==> src/ipf_pkg.sv <==
// Shared types, codes and character constants for the integer printf formatter.
// This package has no dependencies. Every other file in src except ipf_checker uses it.
package ipf_pkg;

  localparam int CHUNK_BYTES     = 8;
  localparam int MAX_FIELD_WIDTH = 255;
  localparam int NUM_DIGITS      = 64;
  localparam int BCD_DIGITS      = 20;
  localparam int BITS_PER_STAGE  = 8;

  // Conversion kinds.
  localparam logic [2:0] KIND_SDEC = 3'd0;
  localparam logic [2:0] KIND_UDEC = 3'd1;
  localparam logic [2:0] KIND_OCT  = 3'd2;
  localparam logic [2:0] KIND_HEXL = 3'd3;
  localparam logic [2:0] KIND_HEXU = 3'd4;
  localparam logic [2:0] KIND_BIN  = 3'd5;

  // Operand size codes.
  localparam logic [1:0] SIZE_8  = 2'd0;
  localparam logic [1:0] SIZE_16 = 2'd1;
  localparam logic [1:0] SIZE_32 = 2'd2;
  localparam logic [1:0] SIZE_64 = 2'd3;

  // ASCII characters.
  localparam logic [7:0] CH_SPACE = 8'h20;
  localparam logic [7:0] CH_BANG  = 8'h21;
  localparam logic [7:0] CH_PLUS  = 8'h2B;
  localparam logic [7:0] CH_MINUS = 8'h2D;
  localparam logic [7:0] CH_ZERO  = 8'h30;
  localparam logic [7:0] CH_UA    = 8'h41;
  localparam logic [7:0] CH_UX    = 8'h58;
  localparam logic [7:0] CH_LA    = 8'h61;
  localparam logic [7:0] CH_LX    = 8'h78;

  typedef struct packed {
    logic [2:0]  kind;
    logic [63:0] mag;
    logic        neg;
    logic        left;
    logic        plus;
    logic        zpad;
    logic        blank;
    logic        alt;
    logic [7:0]  width;
    logic [7:0]  prec;
  } item_t;

  typedef struct packed {
    item_t       it;
    logic [63:0] rem;
    logic [79:0] bcd;
  } conv_t;

  typedef struct packed {
    logic [8:0]   b1;
    logic [8:0]   b2;
    logic [8:0]   b3;
    logic [8:0]   b4;
    logic [8:0]   len;
    logic [7:0]   pre0;
    logic [7:0]   pre1;
    logic         upper;
    logic [255:0] dig;
  } layout_t;

  function automatic logic [7:0] digit_char(input logic [3:0] d, input logic upper);
    logic [7:0] c;
    if (d < 4'd10) begin
      c = CH_ZERO + {4'd0, d};
    end else begin
      c = (upper ? CH_UA : CH_LA) + {4'd0, d - 4'd10};
    end
    return c;
  endfunction

endpackage

==> src/ipf_decode.sv <==
// Input stage: operand masking, sign handling and flag resolution.
// Depends on ipf_pkg.
module ipf_decode (
  input  logic              clk,
  input  logic              rst,
  input  logic              adv,
  input  logic              in_valid,
  input  logic [2:0]        kind,
  input  logic [63:0]       value,
  input  logic [1:0]        operand_size,
  input  logic              left_align,
  input  logic              force_plus,
  input  logic              zero_pad,
  input  logic              blank_sign,
  input  logic              alternate_form,
  input  logic [7:0]        field_width,
  input  logic signed [8:0] min_digits,
  output logic              valid_o,
  output ipf_pkg::item_t    item_o
);

  logic [63:0]    mask;
  logic           sign;
  logic [63:0]    raw;
  ipf_pkg::item_t item_next;

  always_comb begin
    unique case (operand_size)
      ipf_pkg::SIZE_8:  begin mask = 64'hFF;        sign = value[7];  end
      ipf_pkg::SIZE_16: begin mask = 64'hFFFF;      sign = value[15]; end
      ipf_pkg::SIZE_32: begin mask = 64'hFFFF_FFFF; sign = value[31]; end
      default:          begin mask = '1;            sign = value[63]; end
    endcase
    raw = value & mask;
    item_next.kind  = (kind > ipf_pkg::KIND_BIN) ? ipf_pkg::KIND_UDEC : kind;
    item_next.neg   = (kind == ipf_pkg::KIND_SDEC) && sign;
    item_next.mag   = item_next.neg ? ((~raw + 64'd1) & mask) : raw;
    item_next.left  = left_align;
    item_next.plus  = force_plus;
    item_next.zpad  = zero_pad & ~left_align;
    item_next.blank = blank_sign & ~force_plus;
    item_next.alt   = alternate_form;
    item_next.width = field_width;
    item_next.prec  = min_digits[8] ? 8'd1 : min_digits[7:0];
  end

  always_ff @(posedge clk) begin
    if (rst) begin
      valid_o <= 1'b0;
    end else if (adv) begin
      valid_o <= in_valid;
      item_o  <= item_next;
    end
  end

endmodule

==> config.mk <==
export PLATFORM = sky130hd
export DESIGN_NAME = ipf_decode
export DESIGN_NICKNAME = d
export VERILOG_FILES = /design/src/ipf_pkg.sv /design/src/ipf_decode.sv
export SDC_FILE = /design/constraint.sdc
export NUM_CORES = 1
export LEC_CHECK = 0
export BUFFER_PORTS_ARGS = -buffer_cell sky130_fd_sc_hd__buf_2
export CORE_ASPECT_RATIO = 0.6
export CORE_MARGIN = 5
export CORE_UTILIZATION = 50
export CTS_BUF_LIST = sky130_fd_sc_hd__clkbuf_16
export DETAILED_ROUTE_END_ITERATION = 6
export PLACE_DENSITY = 0.81
export SETUP_SLACK_MARGIN = 0.3
export SLEW_MARGIN = 20
export SYNTH_ARGS = -nofsm -noshare
export SYNTH_HDL_FRONTEND = slang
export SYNTH_SLANG_ARGS = --single-unit
==> constraint.sdc <==
create_clock -name clk -period 6.8 [get_ports clk]
set_clock_uncertainty 0.05 [all_clocks]
set_input_delay 0.34 -clock clk [delete_from_list [all_inputs] [get_ports clk]]
set_output_delay 0.34 -clock clk [all_outputs]
set_load 0.1 [all_outputs]
# Yosys cells after proc, flatten, opt, wreduce, memory -nomap -nowiden
# Cells that the tools add are included.
[word_totals]
regBits = 90
ramBits = 0
out_inout_bits = 90
n_memories = 0
latchBits = 0
input_bits = 95
wordCells = 30
mem_bits_ro = 0
[classes]
n_div = 0
n_mul = 0
add_sub_neg = 1
n_mux = 3
n_bitwise = 8
shift = 0
magnitude_cmp = 1
eq_ne = 2
n_reduce_logical = 4
[op_table]
columns = ["cell", "count"]
rows = [
  ["64-bit case mux with 3 select lines", 1],
  ["64-bit bitwise AND", 2],
  ["64-bit by 1-bit adder with 64-bit output (second input constant)", 1],
  ["64-bit 2-to-1 mux", 1],
  ["64-bit inverter", 1],
  ["3-bit > comparator (second input constant)", 1],
  ["3-bit logical NOT", 1],
  ["1-bit inverter", 3],
  ["1-bit case mux with 3 select lines", 1],
  ["1-bit bitwise AND", 2],
  ["2-bit by 1-bit == test with 1-bit output (second input constant)", 1],
  ["2-bit == test (second input constant)", 1],
  ["2-bit logical NOT", 1],
  ["2-bit AND reduction", 1],
  ["1-bit logical AND", 1],
]

# Logic depth before layout (Yosys ltp)
# Gate-level depths: netlist (run 1).
[logic_depth]
word_depth = 7
mapped_depth = 9
depth_no_buf = 7

# Least setup slack after synthesis (run 1)
# No wires, ideal clock.
[synth_path]
kind = "in2reg"
from = "input rst"
to = "register item_o[0] (netlist name), enable pin"
path_stages = 1
setup_time_ns = 0.549
required_time_ns = 6.201
n_path_buf = 0
t_arrival_ns = 4.303
slack_ns = 1.898
cell_sequence = "nor2b_1"
[synth_between]
elab_chain_len = 2
[synth_lines]
columns = ["element", "line", "source"]
rows = [
  ["start: declaration", "ipf_decode.sv:5", "input logic rst,"],
  ["1-bit inverter (no line)", "n/a", ""],
  ["2-bit AND reduction (no line)", "n/a", ""],
  ["end signal: assignment", "ipf_decode.sv:52", "item_o <= item_next;"],
  ["end: declaration", "ipf_decode.sv:19", "output ipf_pkg::item_t item_o"],
]
# Every way passes these cells.
# A chain may end at the register's enable or synchronous reset.

==> results.py, run 1 <==
metrics = {
    "floorplan": {
        "die_height_um": 87.3,
        "die-width_um": 139,
        "die_footprint_mm2": 0.0121,
        "ios": 185,
        "initial_utilization_pct": 50.8,
        "core-area_mm2": 0.00981,
        "fp-row-count": 28,
    },
    "cts": {
        "worstSkewPairLatency_ns": 0.34,
        "postCtsHoldBufs": 0,
        "cts-buffers-inserted": 9,
        "postCtsSetupRepairBufs": 0,
        "h_tree_depth_reported_by_cts": 3,
        "clk_path_buf_depth": 2,
        "clk_pin_slew_ns": 0.07,
        "clock_tree_from_tritoncts": "built",
        "cts_sinks": 90,
        "clockRootBuffer": "clkbuf_16",
        "cts_resized": 0,
    },
    "synthesis": {
        "yosys_warnings": 0,
        "async_flop_share_pct": 0,
        "synth_top_cell_area_share_pct": 53.6,
        "post_synth_and_or_nand_nor_area_fraction_pct": 19.0,
        "post-synth-top-count-cell": "edfxtp_1",
        "complex_gate_fraction_of_the_synthesized_area_pct": 14.9,
        "synthDominantAreaCellType": "edfxtp_1",
        "netlist_area_mm2": 0.00498,
        "postSynthCellCount": 463,
        "adder_cell_share_of_the_synthesized_area_pct": 0.251,
        "ys_top_cells_by_count": "edfxtp_1, nor2_1, xnor2_1, a21oi_1, xor2_1",
        "xor_xnor_share_of_the_synthesized_area_pct": 9.14,
        "main_combinational_cell_family_by_area_after_synthesis": "simple AND/OR/NAND/NOR gates",
        "synth_seq_cells": 90,
        "synth.top_cells.by_area": "edfxtp_1, nor2_1, xnor2_1",
        "number_of_flops_mapped_to_enable_cells_by_yosys": 89,
        "syn_area_per_cell_um2": 10.8,
        "postSynthNetCount": 559,
        "synth.lib_cells_used.distinct": 57,
        "main_synth_ff_type": "edfxtp_1",
        "seq_area_frac_synth_pct": 54.0,
        "synth.mux.area_fraction_pct": 0.603,
    },
    "sta": {
        "finalCritPeriodShare_pct": 44.5,
        "clock.fmax_mhz": 330,
        "fin_setup_tns_ns": 0,
        "slew_viol_final": 0,
        "max_slew.worst_pin.slew_ns": 0.854,
        "rsz_0062_raised_after_global_routing": "false",
        "setup_viol_count_final": 0,
        "max-slew-margin-rel_pct": 42.5,
        "hold_viol_final": 0,
        "finalWorstPathRequiredPeriod_ns": 3.03,
    },
    "power": {
        "combinationalPowerShare_pct": 28.3,
        "clock_power_share_pct": 31.5,
        "p_seq_share_pct": 40.2,
        "netSwitchingFraction_pct": 37.7,
        "p_sw_uw": 620,
        "worst_ir_drop_vdd_mv": 0.171,
        "power.density_mw_per_mm2": 260,
        "leakagePower_nw": 2.28,
        "cell_internal_pwr_mw": 1.03,
    },
    "setup_path": {
        "crit_path_cell_trace": "buf_2 > nor2_2 > o2111ai_1 > nor4_2 > a41oi_1 > xnor2_1 > nor2_1",
        "critPathLaunchType": "input port",
        "cp_data_arrival_time_ns": 3.06,
        "cpMaxStageDelayCell": "nor4_2",
        "cp_num_buf_inv": 1,
        "critical_path.max_fanout": 17,
        "cp_top_family": "simple AND/OR/NAND/NOR gates",
        "crit_type": "in -> reg",
        "timing.critical_path.required_ns": 6.83,
        "end_kind": "flop",
        "slowest_delay_ns": 0.87,
    },
    "final_layout": {
        "filler_cell_count": 856,
        "register_area_mm2": 0.00269,
        "num-nets-final": 736,
        "antenna_cells": 0,
        "area.growth.synth_to_final_pct": 27.2,
        "layout-drive-gt1-share_pct": 35.3,
        "multiInputGateArea_mm2": 0.00220,
        "share_of_the_core_filled_with_cells_in_the_final_layout_pct": 64.6,
    },
    "detailed_routing": {
        "drt-pass1-iter-count": 5,
        "vias": 4528,
        "average_detailed_routed_wire_length_per_instance_um": 19.7,
        "route.detailed.vias_per_inst": 5.81,
        "detail_route.wirelength_mm": 15.4,
        "antenna_left": 0,
        "drc": 0,
        "dr.first_iter.drc_count": 427,
    },
    "grt": {
        "initial_antenna_violation_count": 0,
        "grt_first_pass_wirelength_mm": 23.4,
        "grt_max_degree": 88,
        "gr-total-overflow": 0,
        "grt_pass1_vias": 4318,
        "groute.usage.overall_pct": 24.5,
    },
    "placed_design": {
        "portBuffers": 184,
        "gp_routability_congestion": 0.927,
        "place_hpwl_mm": 11.6,
    },
    "worst_hold_path": {
        "min-delay-path-class": "in -> reg",
    },
    "job": {
        "timing.max_cap.violations": 0,
    },
    "outcome": {
        "run_status": "finished clean",
    },
}
## power by group through the flow
stage                     Clock, mW  Sequential [mW]  Combinational (mW)
after CTS                     0.527            0.664               0.465
after global routing          0.551            0.666               0.484
final                         0.519            0.663               0.466
after global placement            0            0.674               0.461
after floorplan                   0            0.946              0.0857
after detailed placement          0            0.675               0.464
## state kept, by name (all words and copies together), names as in the netlist
name     flops
item_o      89
valid_o      1
## cell families after synthesis
| family | count (synthesis) |
|---|---|
| xor gates and xnor gates | 52 |
| buffers and inverters | 26 |
| DFF | 90 |
| muxes | 3 |
| AOI/OAI and AO/OA | 108 |
| and+or+nand+nor | 183 |
| adders and majority gates | 1 |
## area by class of cell
type                            count  area share (%)
Clock buffer                        9            3.55
Tap cell                          135            2.67
Clock inverter                      7            1.30
Inverter                            5           0.296
Multi-Input combinational cell    347            34.7
Timing Repair Buffer              187            14.9
Sequential cell                    90            42.5
## worst paths after layout
path,start,endpoint,slack [ns],cells past startpoint
worst max-delay path,operand_size[1],item_o[64]$_DFFE_PP_,3.77,7
worst min-delay path,field_width[2],item_o[10]$_DFFE_PP_,0.12,1
worst max register to register,valid_o$_SDFFE_PP0P_,valid_o$_SDFFE_PP0P_,6.16,2
worst min register to register,valid_o$_SDFFE_PP0P_,valid_o$_SDFFE_PP0P_,0.47,2
## cells in the final DEF (no fill, tap or decap), types with 3 or more instances in the layout
cell / synthesis / final
buf_2: 4 / 184
edfxtp_1: 89 / 89
nor2_1: 78 / 78
xnor2_1: 30 / 30
a21oi_1: 28 / 28
xor2_1: 22 / 22
nand2_1: 20 / 20
o21ai_0: 18 / 18
nor4_1: 17 / 16
o31ai_1: 13 / 13
nor3_1: 13 / 13
a31oi_1: 12 / 12
nor2b_1: 12 / 11
clkbuf_16: 0 / 9
o21ai_1: 7 / 7
nand3_1: 7 / 7
o41ai_1: 6 / 6
a41oi_1: 6 / 6
or3_1: 6 / 6
nor4_2: 3 / 4
or4_1: 4 / 4
or2_2: 4 / 4
inv_2: 3 / 3
nand4_1: 3 / 3
mux2i_1: 3 / 3
## per-stage QoR
| step | instance area (µm²) | hold slack, ns | power, mW | setup WS (ns) | cells |
|---|---|---|---|---|---|
| floorplan | 4980 | 0.362 | 1.03 | 1.90 | 463 |
| global route | 6340 | 0.109 | 1.70 | 3.66 | 780 |
| detailed placement | 6020 | 0.456 | 1.14 | 3.45 | 764 |
| global placement | 6020 | 0.423 | 1.14 | 3.57 | 764 |
| finish | 6340 | 0.124 | 1.65 | 3.77 | 780 |
| CTS | 6330 | 0.114 | 1.65 | 3.83 | 780 |
## metal layers
layer / track usage, % / part of all wire [%]
met1: 35.1 / 45
met2: 36.4 / 42
met3: 8.94 / 13
met4: 4.53 / 0.80
met5: 0 / 0
## worst reg2reg max path, cell delays in order (launching register included)
cell     delay (ns)
dfxtp_1        0.31
mux2i_1        0.13
nor2_1         0.05
No activity file was read; power rests on OpenSTA's default activity.
==> inputs of run 2 (changes only) <==
--- a/config.mk
+++ b/config.mk
@@ -5,13 +5,14 @@
 export SDC_FILE = /design/constraint.sdc
 export NUM_CORES = 1
 export LEC_CHECK = 0
+export ABC_AREA = 1
 export BUFFER_PORTS_ARGS = -buffer_cell sky130_fd_sc_hd__buf_2
 export CORE_ASPECT_RATIO = 0.6
 export CORE_MARGIN = 5
-export CORE_UTILIZATION = 50
+export CORE_UTILIZATION = 52
 export CTS_BUF_LIST = sky130_fd_sc_hd__clkbuf_16
 export DETAILED_ROUTE_END_ITERATION = 6
-export PLACE_DENSITY = 0.81
+export PLACE_DENSITY = 0.82
 export SETUP_SLACK_MARGIN = 0.3
 export SLEW_MARGIN = 20
 export SYNTH_ARGS = -nofsm -noshare
==> constraint.sdc (replaced) <==
create_clock -name clk -period 3.11 [get_ports clk]
set_clock_uncertainty 0.05 [all_clocks]
set_input_delay 0.1555 -clock clk [delete_from_list [all_inputs] [get_ports clk]]
set_output_delay 0.1555 -clock clk [all_outputs]
set_load 0.1 [all_outputs]
==> results.py, run 2 <==
metrics = {
    "setup_path": {
        "end_kind": "flop",
        "crit_type": "in -> reg",
        "critPathLaunchType": "input port",
        "timing.critical_path.required_ns": 3.16,
        "cp_data_arrival_time_ns": 2.55,
        "critical_path.max_fanout": 4,
    },
    "final_layout": {
        "layout_common_cells": "nand2_1, buf_2, nor2_1",
        "mostFrequentLayoutCell": "nand2_1",
        "finish.instance_area_mm2": 0.00717,
        "max_ffs_per_register": 89,
        "antenna_cells": 0,
        "largest_registers_in_the_final_layout": "item_o: 89 flops, valid_o: 1 flops",
        "layout-drive-gt1-share_pct": 23.2,
        "fin_cells": 1123,
        "num-nets-final": 1075,
        "most_flop_heavy_register": "item_o",
        "share_of_the_core_filled_with_cells_in_the_final_layout_pct": 67.4,
        "area.growth.synth_to_final_pct": 26.2,
    },
    "cts": {
        "h_tree_depth_reported_by_cts": 3,
        "clock_tree_from_tritoncts": "built",
        "clockRootBuffer": "clkbuf_16",
        "cts_sinks": 90,
        "clk_path_buf_depth": 2,
        "clk_pin_slew_ns": 0.07,
        "postCtsSetupRepairBufs": 0,
        "cts-buffers-inserted": 9,
        "worstSkewPairLatency_ns": 0.34,
    },
    "synthesis": {
        "synth_top_cell_area_share_pct": 47.1,
        "ys_top_cells_by_count": "nand2_1, nor2_1, inv_1, edfxtp_1, o21ai_0",
        "main_synth_ff_type": "edfxtp_1",
        "yosys_warnings": 0,
        "post-synth-top-count-cell": "nand2_1",
        "number_of_flops_mapped_to_enable_cells_by_yosys": 89,
        "async_flop_share_pct": 0,
        "postSynthNetCount": 877,
        "synth.top_cells.by_area": "edfxtp_1, nand2_1, nor2_1",
        "synthDominantAreaCellType": "edfxtp_1",
        "seq_area_frac_synth_pct": 47.4,
        "syn_area_per_cell_um2": 7.27,
        "synth_seq_cells": 90,
        "postSynthCellCount": 781,
        "netlist_area_mm2": 0.00568,
        "synth.lib_cells_used.distinct": 29,
    },
    "grt": {
        "gr-total-overflow": 0,
        "grt_pass1_vias": 5456,
        "groute.usage.overall_pct": 27.8,
        "grt_max_degree": 90,
        "initial_antenna_violation_count": 0,
        "grt_first_pass_wirelength_mm": 28.4,
    },
    "power": {
        "p_seq_share_pct": 39.2,
        "finalPower_mw": 3.70,
        "clock_power_share_pct": 28.7,
        "leakagePower_nw": 3.43,
        "combinationalPowerShare_pct": 32.1,
        "power.density_mw_per_mm2": 517,
        "netSwitchingFraction_pct": 40.4,
        "cell_internal_pwr_mw": 2.21,
        "p_sw_mw": 1.50,
        "worst_ir_drop_vdd_mv": 0.490,
    },
    "detailed_routing": {
        "drc": 0,
        "route.detailed.vias_per_inst": 5.35,
        "detail_route.wirelength_mm": 18.6,
        "vias": 6009,
        "average_detailed_routed_wire_length_per_instance_um": 16.6,
        "antenna_left": 0,
        "dr.first_iter.drc_count": 704,
        "drt-pass1-iter-count": 6,
    },
    "worst_hold_path": {
        "min-delay-path-class": "in -> reg",
    },
    "placed_design": {
        "detailed_place.area_mm2": 0.00674,
        "pre_cts_ws_ns": 0.792,
        "gp_routability_congestion": 1.02,
        "place.detailed.instances": 1093,
        "portBuffers": 184,
        "place_hpwl_mm": 14.3,
    },
    "sta": {
        "fin_setup_tns_ns": 0,
        "hold_slack_ns": 0.0106,
        "clock.fmax_mhz": 400,
        "pnr_worst_setup_slack_ns": 0.609,
        "finalCritPeriodShare_pct": 80.4,
        "slew_viol_final": 0,
        "rsz_0062_raised_after_global_routing": "false",
        "max-slew-margin-rel_pct": 62.1,
        "setup_viol_count_final": 0,
        "max_slew.worst_pin.slew_ns": 0.567,
        "hold_viol_final": 0,
        "finalWorstPathRequiredPeriod_ns": 2.50,
    },
    "job": {
        "timing.max_cap.violations": 0,
    },
    "outcome": {
        "run_status": "finished clean",
    },
    "floorplan": {
        "die_footprint_mm2": 0.0132,
        "ios": 185,
        "die_height_um": 90.9,
        "initial_utilization_pct": 53.4,
        "die-width_um": 145,
        "fp-row-count": 29,
        "core-area_mm2": 0.0106,
    },
}
-- run 2: cell type report --
type                    instances  area [µm²]
clock buffers                   9         225
clock inverters                 7        58.8
fillers                       944        3470
inverters                      93         349
multi-input cells             577        2520
flip-flops and latches         90        2690
well taps                     139         174
repair buffers                208        1150
-- run 2: kinds of logic after synthesis --
kind of cell | Yosys count | synth area share [%]
fa+ha+maj | 1 | 0.220
simple gates | 440 | 31.4
flops | 90 | 47.4
xor+xnor | 6 | 0.926
buf+inv | 114 | 8.35
compound gates | 130 | 11.6
-- run 2: worst max-delay path, cell delays in order --
cell and delay [ns]:
dlygate4sd3_1 0.54, buf_2 0.13, inv_1 0.07, nand3_1 0.15
nor2_1 0.38, nand2_1 0.28, o21ai_1 0.33, nand3_1 0.24
o21ai_0 0.22, nor2_1 0.06
-- run 2: final timing paths --
check | to | slack [ns] | cells after the start | from
max | item_o[67]$_DFFE_PP_ | 0.61 | 10 | value[0]
min | item_o[0]$_SDFFCE_PP1P_ | 0.01 | 2 | min_digits[0]
max reg2reg | valid_o$_SDFFE_PP0P_ | 1.93 | 3 | valid_o$_SDFFE_PP0P_
min reg2reg | valid_o$_SDFFE_PP0P_ | 0.98 | 3 | valid_o$_SDFFE_PP0P_
-- run 2: power by group through the flow --
| stage | logic (mW) | registers [mW] | clock network [mW] |
|---|---|---|---|
| floorplan | 0.302 | 2.07 | 0 |
| global placement | 1.15 | 1.47 | 0 |
| detailed placement | 1.16 | 1.48 | 0 |
| CTS | 1.17 | 1.45 | 1.07 |
| global route | 1.25 | 1.46 | 1.12 |
| finish | 1.19 | 1.45 | 1.06 |
-- run 2: what timing repair did --
| item | 4_1_cts | 5_1_grt |
|---|---|---|
| hold buffers | 14 | 0 |
| endpoints found under the hold margin | 13 | 0 |
| resized for setup | 0 | 0 |
-- run 2: layer usage --
layer,part of all wire (%),wire length (µm),track usage [%]
met1,43,8060,42.9
met2,40,7500,38.5
met3,15,2850,8.66
met4,0.97,181,5.05
met5,0,0,0
==> inputs of run 3 (changes only) <==
--- a/config.mk
+++ b/config.mk
@@ -9,10 +9,10 @@
 export BUFFER_PORTS_ARGS = -buffer_cell sky130_fd_sc_hd__buf_2
 export CORE_ASPECT_RATIO = 0.6
 export CORE_MARGIN = 5
-export CORE_UTILIZATION = 52
+export CORE_UTILIZATION = 47
 export CTS_BUF_LIST = sky130_fd_sc_hd__clkbuf_16
 export DETAILED_ROUTE_END_ITERATION = 6
-export PLACE_DENSITY = 0.82
+export PLACE_DENSITY = 0.78
 export SETUP_SLACK_MARGIN = 0.3
 export SLEW_MARGIN = 20
 export SYNTH_ARGS = -nofsm -noshare
==> constraint.sdc (replaced) <==
create_clock -name clk -period 2.1 [get_ports clk]
set_clock_uncertainty 0.05 [all_clocks]
set_input_delay 0.105 -clock clk [delete_from_list [all_inputs] [get_ports clk]]
set_output_delay 0.105 -clock clk [all_outputs]
set_load 0.1 [all_outputs]
==> results.py, run 3 (synthesized netlist as in run 2, its figures left out) <==
metrics = {
    "grt": {
        "grt_pass1_vias": 5556,
        "grt_max_degree": 61,
        "gr-total-overflow": 0,
        "grt_first_pass_wirelength_mm": 29.8,
        "groute.usage.overall_pct": 26.4,
        "initial_antenna_violation_count": 0,
    },
    "floorplan": {
        "initial_utilization_pct": 47.5,
        "core-area_mm2": 0.0119,
        "ios": 185,
        "die-width_um": 152,
        "die_footprint_mm2": 0.0144,
        "fp-row-count": 31,
        "die_height_um": 95.1,
    },
    "sta": {
        "clock.fmax_mhz": 586,
        "slew_viol_final": 0,
        "pnr_worst_setup_slack_ns": 0.393,
        "max_slew.worst_pin.slew_ns": 0.561,
        "rsz_0062_raised_after_global_routing": "true",
        "max-slew-margin-rel_pct": 62.2,
        "finalWorstPathRequiredPeriod_ns": 1.71,
        "setup_viol_count_final": 0,
        "fin_setup_tns_ns": 0,
        "finalCritPeriodShare_pct": 81.3,
        "hold_viol_final": 0,
    },
    "final_layout": {
        "layout-drive-gt1-share_pct": 25.4,
        "largest_registers_in_the_final_layout": "item_o: 89 flops, valid_o: 1 flops",
        "area.growth.synth_to_final_pct": 33.0,
        "filler_cell_count": 1077,
        "num-nets-final": 1110,
        "mostFrequentLayoutCell": "nand2_1",
        "antenna_cells": 0,
        "max_ffs_per_register": 89,
        "most_flop_heavy_register": "item_o",
        "layout_common_cells": "nand2_1, buf_2, nor2_1",
    },
    "worst_hold_path": {
        "hold_wc_startpoint": "min_digits[6]",
        "min-delay-path-class": "in -> reg",
        "timing.hold.worst_path_depth": 3,
        "whs_endpoint": "item_o[6]$_SDFFCE_PP0P_",
    },
    "detailed_routing": {
        "route.detailed.vias_per_inst": 5.21,
        "detail_route.wirelength_mm": 19.4,
        "antenna_left": 0,
        "vias": 6163,
        "drt-pass1-iter-count": 6,
        "drc": 0,
        "average_detailed_routed_wire_length_per_instance_um": 16.3,
        "dr.first_iter.drc_count": 841,
    },
    "placed_design": {
        "portBuffers": 184,
        "place_hpwl_mm": 14.8,
        "pre_cts_ws_ns": 0.00117,
        "gp_routability_congestion": 1.03,
    },
    "setup_path": {
        "critPathLaunchType": "input port",
        "reg2regPathDepth": 3,
        "end_kind": "flop",
        "timing.critical_path.required_ns": 2.15,
        "setup.reg_to_reg.worst_slack_ns": 0.97,
        "crit_type": "in -> reg",
        "r2r-end": "valid_o$_SDFFE_PP0P_",
        "critical_path.max_fanout": 5,
        "cp_data_arrival_time_ns": 1.76,
        "launch_instance_of_the_worst_register_to_register_path": "valid_o$_SDFFE_PP0P_",
    },
    "job": {
        "timing.max_cap.violations": 0,
    },
    "cts": {
        "cts_sinks": 90,
        "cts-buffers-inserted": 9,
        "clockRootBuffer": "clkbuf_16",
        "clock_tree_from_tritoncts": "built",
        "worstSkewPairLatency_ns": 0.34,
        "h_tree_depth_reported_by_cts": 3,
        "clk_path_buf_depth": 2,
        "clk_pin_slew_ns": 0.08,
    },
    "outcome": {
        "run_status": "finished clean",
    },
    "power": {
        "leakagePower_nw": 3.61,
        "worst_ir_drop_vdd_mv": 0.452,
        "power.density_mw_per_mm2": 738,
    },
}
run 3: worst max-delay path: stages:
cell,delay (ns)
buf_2,0.13
nor2_2,0.20
buf_4,0.18
a21oi_1,0.04
nor2_1,0.24
nand2_1,0.11
o21ai_0,0.35
nand2_1,0.14
o21ai_0,0.17
a21oi_1,0.08
run 3: cell type report:
type	count	area, µm²	area share, %
inverter	93	364	4.82
timing repair buffer	243	1460	19.4
clock buffer	9	225	2.98
tap	165	206	2.73
sequential	90	2690	35.7
multi-input combinational	577	2530	33.6
clock inverter	7	63.8	0.845
run 3: repair_timing:
item | in CTS | in global routing
gates resized for setup | 0 | 8
setup endpoints to repair | 0 | 16
buffers inserted | 0 | 0
endpoints found under the hold margin | 24 | 0
hold buffers | 25 | 0
run 3: layer usage:
metal	vias up	routed length, µm	global-route usage, %
li1	3011	-	-
met1	2776	8980	39.3
met2	360	7630	38.1
met3	16	2580	8.66
met4	0	164	4.49
met5	-	0	0
run 3: how the worst max path moves through the flow:
| stage | start | to | cells after the start |
|---|---|---|---|
| 2_1_floorplan | adv | item_o[0]$_SDFFCE_PP1P_ | 2 |
| 3_3_place_gp | operand_size[0] | item_o[82]$_DFFE_PP_ | 13 |
| 3_5_place_dp | operand_size[0] | item_o[82]$_DFFE_PP_ | 12 |
| 4_1_cts | value[1] | item_o[74]$_DFFE_PP_ | 12 |
| 5_1_grt | value[0] | item_o[66]$_DFFE_PP_ | 12 |
| 6_report | operand_size[1] | item_o[55]$_DFFE_PP_ | 10 |
run 3: per-stage QoR:
step	hold WS [ns]	total power, mW	cells	utilization, %	area, µm²
2_1_floorplan	0.124	3.51	781	-	5700
3_3_place_gp	0.231	3.94	1143	58.5	6990
3_5_place_dp	0.234	3.94	1143	58.5	6990
4_1_cts	0.00837	5.56	1184	63.0	7530
5_1_grt	0.0208	5.78	1184	63.2	7550
6_report	0.0163	5.57	1184	63.2	7550
run 3: where the power goes:
group / leakage (nW) / total, mW / switching [mW] / internal (mW)
Sequential: 0.793 / 2.15 / 0.0333 / 2.12
Clock: 0.134 / 1.60 / 0.774 / 0.824
Combinational: 2.68 / 1.82 / 1.45 / 0.375
